$ cat src/hw/rtl/hdmtl_pkg.sv
`default_nettype none
// ----------------------------------------------------------------------------
// hdmtl_pkg
// Shared types and constants for the host-managed memory decoder lookup:
// beat payloads, the stored decoder entry and the fixed address geometry.
// ----------------------------------------------------------------------------
package hdmtl_pkg;

  // Default number of decoder slots.
  localparam int NumDecodersDef = 8;

  // Decoder base and size are kept in 256 MiB units, that is address bits 63..28.
  localparam int UnitShift = 28;
  // The smallest interleave granularity is 256 bytes.
  localparam int GranBaseShift = 8;
  // Width of one port number inside the port list.
  localparam int PortW = 8;

  // Reset value of the active decoder count register.
  localparam logic [3:0] ActiveReset = 4'd1;

  // Item mode codes.
  localparam logic ModeLookup = 1'b0;
  localparam logic ModeWrite  = 1'b1;

  // Input beat.
  typedef struct packed {
    logic        mode;
    logic [2:0]  slot;
    logic [63:0] address;
    logic [35:0] window_base;
    logic [35:0] window_size;
    logic [2:0]  gran_code;
    logic [1:0]  ways_code;
    logic        committed;
    logic [63:0] port_list;
  } item_t;

  // Result beat.
  typedef struct packed {
    logic             hit;
    logic [PortW-1:0] target_port;
  } result_t;

  // One decoder slot as held in the table memory.
  typedef struct packed {
    logic [35:0] base;
    logic [35:0] size;
    logic [2:0]  gran;
    logic [1:0]  ways;
    logic        committed;
    logic [63:0] ports;
  } dec_entry_t;

endpackage

`default_nettype wire

$ cat src/hw/rtl/hdm_decoder_target_lookup.sv
`default_nettype none
// A decoder write leaves busy low, and the next beat may follow at once.
// A lookup scans the active slots and raises done on the first match or after the last;
// with an active count of zero, done follows in the next cycle.
// The scan reads one slot per cycle from the table memory's single read port.
// A new item is accepted in the cycle its predecessor's result is shown.
// Synchronous reset clears the table (all slots zero) and sets the active count to 1.
// ----------------------------------------------------------------------------
// hdm_decoder_target_lookup
// Host-managed memory decoder table with interleave target selection. Write beats fill
// a decoder slot; lookup beats scan the active slots in order and return the target
// port of the first decoder whose window holds the address, or a miss if uncommitted.
// ----------------------------------------------------------------------------
module hdm_decoder_target_lookup
  import hdmtl_pkg::*;
#(
  parameter int NUM_DECODERS = NumDecodersDef
) (
  input  wire logic       clk,
  input  wire logic       rst,
  input  wire logic       start,
  output logic            busy,
  input  wire item_t      item,
  input  wire logic       cfg_we,
  input  wire logic [3:0] cfg_wdata,
  output logic            done,
  output result_t         result
);

  localparam int IdxW = (NUM_DECODERS > 1) ? $clog2(NUM_DECODERS) : 1;
  localparam int CntW = $clog2(NUM_DECODERS + 1);

  typedef enum logic {
    ST_IDLE,
    ST_SCAN
  } state_t;

  state_t            state;
  logic [3:0]        active;
  logic [CntW-1:0]   count;
  logic [IdxW-1:0]   idx;
  logic [63:0]       addr_q;

  logic [CntW-1:0]   count_sat;
  logic              wr_en;
  logic [IdxW-1:0]   wr_addr;
  dec_entry_t        wr_data;
  logic [IdxW-1:0]   rd_addr;
  dec_entry_t        entry;
  logic [35:0]       unit;
  logic [35:0]       offset;
  logic              match;
  logic              last;
  logic [63:0]       addr_sh;
  logic [3:0]        way_mask;
  logic [2:0]        port_idx;
  logic [PortW-1:0]  port_sel;

  assign busy = (state == ST_SCAN);

  // Active count, saturated to the number of slots.
  assign count_sat = (6'(active) > 6'(NUM_DECODERS)) ? CntW'(NUM_DECODERS) : CntW'(active);

  // Slot writes are taken only between lookups; writes beyond the table are dropped.
  always_comb begin
    wr_en   = (state == ST_IDLE) && start && (item.mode == ModeWrite) &&
              (5'(item.slot) < 5'(NUM_DECODERS));
    wr_addr = IdxW'(item.slot);
    wr_data = '{base:      item.window_base,
                size:      item.window_size,
                gran:      item.gran_code,
                ways:      item.ways_code,
                committed: item.committed,
                ports:     item.port_list};
  end

  // Slot zero is fetched while idle; during a scan the next slot is fetched.
  assign rd_addr = (state == ST_SCAN) ? IdxW'(idx + IdxW'(1)) : '0;

  hdmtl_table #(
    .NUM_DECODERS (NUM_DECODERS)
  ) u_table (
    .clk     (clk),
    .rst     (rst),
    .wr_en   (wr_en),
    .wr_addr (wr_addr),
    .wr_data (wr_data),
    .rd_addr (rd_addr),
    .rd_data (entry)
  );

  // Window check of the slot under scan, without wrap-around at the top.
  always_comb begin
    unit   = addr_q[63:UnitShift];
    offset = unit - entry.base;
    match  = (unit >= entry.base) && (offset < entry.size);
    last   = (CntW'(idx) + CntW'(1)) == count;
  end

  // Interleave way select and the port number it picks.
  always_comb begin
    addr_sh  = addr_q >> (7'(GranBaseShift) + 7'(entry.gran));
    way_mask = (4'd1 << entry.ways) - 4'd1;
    port_idx = addr_sh[2:0] & way_mask[2:0];
    port_sel = entry.ports[port_idx*PortW +: PortW];
  end

  // Sequencer with the registered result beat.
  always_ff @(posedge clk) begin
    if (rst) begin
      state  <= ST_IDLE;
      done   <= 1'b0;
      active <= ActiveReset;
    end else begin
      done <= 1'b0;
      if (cfg_we) begin
        active <= cfg_wdata;
      end
      unique case (state)
        ST_IDLE: begin
          if (start && (item.mode == ModeLookup)) begin
            addr_q <= item.address;
            idx    <= '0;
            count  <= count_sat;
            if (count_sat == '0) begin
              done   <= 1'b1;
              result <= '0;
            end else begin
              state <= ST_SCAN;
            end
          end
        end
        ST_SCAN: begin
          if (match) begin
            done               <= 1'b1;
            result.hit         <= entry.committed;
            result.target_port <= entry.committed ? port_sel : '0;
            state              <= ST_IDLE;
          end else if (last) begin
            done   <= 1'b1;
            result <= '0;
            state  <= ST_IDLE;
          end else begin
            idx <= idx + IdxW'(1);
          end
        end
        default: begin
          state <= ST_IDLE;
        end
      endcase
    end
  end

endmodule

`default_nettype wire

$ cat src/hw/rtl/hdmtl_table.sv
`default_nettype none
// ----------------------------------------------------------------------------
// hdmtl_table
// Decoder slot memory with one write port and one registered read port.
// Per-slot valid bits are cleared by reset; a slot that was never written
// reads back as all zero, which is the cleared decoder.
// ----------------------------------------------------------------------------
module hdmtl_table
  import hdmtl_pkg::*;
#(
  parameter int NUM_DECODERS = NumDecodersDef,
  localparam int IdxW = (NUM_DECODERS > 1) ? $clog2(NUM_DECODERS) : 1
) (
  input  wire logic            clk,
  input  wire logic            rst,
  input  wire logic            wr_en,
  input  wire logic [IdxW-1:0] wr_addr,
  input  wire dec_entry_t      wr_data,
  input  wire logic [IdxW-1:0] rd_addr,
  output dec_entry_t           rd_data
);

  localparam int Depth = 1 << IdxW;

  dec_entry_t             mem [Depth];
  logic       [Depth-1:0] valid;
  dec_entry_t             rd_raw;
  logic                   rd_valid;

  // Storage array, written and read once per cycle.
  always_ff @(posedge clk) begin
    if (wr_en) begin
      mem[wr_addr] <= wr_data;
    end
    rd_raw <= mem[rd_addr];
  end

  // Valid bits stand in for clearing the array at reset.
  always_ff @(posedge clk) begin
    if (rst) begin
      valid    <= '0;
      rd_valid <= 1'b0;
    end else begin
      if (wr_en) begin
        valid[wr_addr] <= 1'b1;
      end
      rd_valid <= valid[rd_addr];
    end
  end

  // An unwritten slot looks like a decoder of size zero.
  assign rd_data = rd_valid ? rd_raw : '0;

endmodule

`default_nettype wire

$ cat config.mk
export PLATFORM = sky130hd
export DESIGN_NAME = hdm_decoder_target_lookup
export DESIGN_NICKNAME = d
export VERILOG_FILES = /design/src/hw/rtl/hdmtl_pkg.sv /design/src/hw/rtl/hdm_decoder_target_lookup.sv /design/src/hw/rtl/hdmtl_table.sv
export SDC_FILE = /design/constraint.sdc
export NUM_CORES = 2
export LEC_CHECK = 0
export ABC_AREA = 1
export BUFFER_PORTS_ARGS = -buffer_cell sky130_fd_sc_hd__clkbuf_2
export CORE_UTILIZATION = 65
export DETAILED_ROUTE_END_ITERATION = 6
export PLACE_DENSITY = 0.83
export SYNTH_ARGS = -nofsm -noshare
export SYNTH_HDL_FRONTEND = slang
export SYNTH_SLANG_ARGS = --single-unit
$ cat constraint.sdc
create_clock -name clk -period 31.2 [get_ports clk]
set_clock_uncertainty 0.2 [all_clocks]
set_input_delay 3.12 -clock clk [delete_from_list [all_inputs] [get_ports clk]]
set_output_delay 3.12 -clock clk [all_outputs]
set_load 0.01 [all_outputs]
==> run_results.csv <==
group,metric,value,unit
clock_network,path_clk_slew,0.07,ns
synthesis,yosysSeqAreaShare,0.737,
critical_path,worstSetupPathType,"reg2reg",
global_route,grt_pass1_vias,33900,
floorplan,io-pin-count,229,
synthesis,yosysWarnings,0,
critical_path,cpMaxStageDelayCell,"buf_4",
critical_path,crit_top_cell,"nand2_1",
clock_network,numCtsBuffers,132,
synthesis,syn_inst,4027,
cells_and_area,nets,4465,
cells_and_area,final-seq-area,0.0391,mm2
placed_design,place_inst,5100,
timing,finalHoldViolCount,0,
clock_network,cts-resized-gates,0,
timing,maxSlewViolCount,0,
power_and_ir_drop,power.share.sequential,0.522,
global_route,groute.usage.overall,0.312,
placed_design,dpl.hpwl,69300,um
synthesis,syn_nets,4318,
clock_network,cts_tree,"yes",
power_and_ir_drop,power_leakage,0.0207,uW
global_route,grt_max_degree,185,
timing,finalSetupViolations,0,
timing,fin_crit_sh,0.193,
critical_path,worstPathArrival,6.22,ns
detailed_routing,route.detailed.drc,32,
cells_and_area,area_delta_synth_final,11.8,%
cells_and_area,layoutNonFillerInstCount,5355,
clock_network,cts-root-buf,"clkbuf_16",
power_and_ir_drop,p_total,3910,uW
synthesis,synthXorXnorAreaFrac,0.00561,
critical_path,start_kind,"flip-flop",
power_and_ir_drop,power_switching,877,uW
synthesis,synthSimpleGateAreaFrac,0.0974,
cells_and_area,layout.cells.most_common_list,"1198 x edfxtp_1, 808 x nor2_1, 389 x nand2_1, 284 x o221ai_1, 213 x a21oi_1",
synthesis,async_flop_share,0,
timing,min_period,6.03,ns
power_and_ir_drop,pwr-share-comb,0.065,
detailed_routing,antenna_left,0,
floorplan,dieHeight,288,um
global_route,grt_first_pass_wirelength,194000,um
synthesis,ys_seq_elements,1355,
clock_network,cts-hold-fix-buffers,0,
detailed_routing,wl,130000,um
power_and_ir_drop,p_clk_frac,0.412,
synthesis,syn_area_per_cell,13.2,um2
placed_design,gp_congestion,0.928,
timing,rsz0062_at_grt,"no",
critical_path,crit_chain,"buf_4, nand2_1, ha_1, nand2_1, o21ai_0, o21ai_0, nand2_1, a21o_1, nand2_1, nand2_1, xor2_1, ha_1, a21oi_1, o21ai_0, nor2_1, nand2_1, nand2_1, nand2_1, nor2_1, nand2_1, nand3_1, nand3_1, inv_1",
power_and_ir_drop,switching_share,0.224,
synthesis,synth_cell_type_count,46,
synthesis,yosys.area.top_type_share,0.677,
clock_network,cts_setup_buffers,0,
detailed_routing,wl_per_cell,24.2,um
cells_and_area,n_fill_cell,4835,
global_route,grt_antenna_before_repair,18,
synthesis,synthAdderAreaFrac,0.0173,
cells_and_area,multiInputGateArea,0.0124,mm2
detailed_routing,drt_iter0_drc,4160,
critical_path,path_max_fanout,70,
detailed_routing,via_count,34400,
synthesis,synth_compound_area_frac,0.112,
synthesis,synth_top_family_by_area,"compound AO/OA/AOI/OAI gates",
critical_path,required,31.39,ns
timing,max_freq,166,MHz
synthesis,synth.area.top_cells,"edfxtp_1 68%, dfxtp_1 5.9%, nor2_1 5.8%",
floorplan,start_util,0.658,
synthesis,ys.flop_type,"edfxtp_1",
synthesis,synth_edf_count,1198,
placed_design,portBuffers,210,
job,cap_viol_max_count,0,
floorplan,core-area,0.0807,mm2
critical_path,cp-end-kind,"flip-flop",
clock_network,cts_buffer_depth,3,
floorplan,rows,104,
floorplan,die_area,0.0829,mm2
hold_path,hold_class,"reg2reg",
global_route,grt_overflow,0,
outcome,outcome,"finished, violations left",
synthesis,yosysTopAreaCell,"edfxtp_1",
cells_and_area,drive_above_1_share,0.115,
outcome,violations,"design-rule violations",
synthesis,netlist_area,0.0531,mm2
synthesis,synthMuxAreaShare,0,
timing,maxSlewHeadroom,0.166,
clock_network,numClockSinks,1355,
power_and_ir_drop,p_int,3030,uW
clock_network,cts_max_level,4,
power_and_ir_drop,peakVddDrop,0.0000555,V
clock_network,insertion_delay,0.73,ns
critical_path,cpPeakStageDelay,0.72,ns
floorplan,die_w,288,um
timing,tightest_slew,1.25,ns
timing,finalSetupTns,0,ns
power_and_ir_drop,power.density,65.8,mW/mm2
cells_and_area,final_common_cell,"edfxtp_1",
detailed_routing,viasPerCell,6.42,
timing,fin_hold_ws,0.274,ns
detailed_routing,first_pass_iters,7,
## state kept, by name (all words and copies together) (netlist names)
| signal | cells |
|---|---|
| u_table.valid | 8 |
| u_table.rd_valid | 1 |
| count | 4 |
| u_table.rd_raw | 142 |
| busy | 1 |
| addr_q | 46 |
| done | 1 |
| result | 9 |
| u_table.mem | 1136 |
| active | 4 |
| idx | 3 |
## routing by layer
metal / GRT usage / share of wire / vias up
met4: 0.135 / 0.036 / 18
met5: 0 / 0.00091 / -
met2: 0.520 / 0.50 / 1991
met3: 0.0522 / 0.094 / 338
met1: 0.409 / 0.37 / 16700
li1: - / - / 15300
## cell type report
class,count,area share
well taps,1060,0.0223
clock inverters,55,0.0111
clock buffers,190,0.0641
inverters,157,0.0103
flip-flops and latches,1355,0.659
multi-input cells,2270,0.209
repair buffers,258,0.0240
diodes,10,0.000421
## worst paths after layout
| path | slack [ns] | start | to | depth (start not counted) |
|---|---|---|---|---|
| min reg2reg | 0.27 | u_table.valid[5] | u_table.valid[5] | 2 |
| max | 25.17 | u_table.rd_valid | result[8] | 23 |
| max reg2reg | 25.17 | u_table.rd_valid | result[8] | 23 |
| min | 0.27 | u_table.valid[5] | u_table.valid[5] | 2 |
## critical path, delay by kind of cell (launching register included)
kind                       cells  cell delay, ns
buffers and inverters          2            1.00
AOI/OAI and AO/OA              5            0.92
and+or+nand+nor               13            1.98
adders and majority gates      2            0.70
xor gates and xnor gates       1            0.23
DFF                            1            0.64
## cells in the mapped netlist, drive strengths merged, types with 3 or more instances
cell type	n
o21a	3
inv	156
dfxtp	157
nor3	10
nor2	817
xor2	26
xnor2	8
a21o	7
nand2	392
a31oi	144
nand4	22
o21bai	4
nand3b	4
nand3	68
a21oi	216
nor4	3
buf	92
o31ai	142
o221ai	284
edfxtp	1198
ha	72
clkbuf	153
o211ai	8
o21ai	31
## power groups by stage
stage          clock network [uW]  registers, uW  logic (uW)
2_1_floorplan                   0           2070         160
3_3_place_gp                    0           2080         241
3_5_place_dp                    0           2080         249
4_1_cts                      1620           2040         253
5_1_grt                      1690           2040         280
6_report                     1610           2040         256
## through the flow
stage	util	instance area (um2)	setup slack [ns]
floorplan	-	53100	17.13
global placement	0.681	54900	24.55
detailed placement	0.681	54900	24.50
CTS	0.736	59400	25.27
global route	0.736	59400	24.78
finish	0.736	59400	25.17
## cells by family after synthesis
group                    count (synthesis)
AO/OA/AOI/OAI                          847
adder cells (fa/ha/maj)                 73
buffers and inverters                  402
AND/OR/NAND/NOR                       1316
XOR/XNOR                                34
flip-flops                            1355
Power figures use the tool's default switching activity.
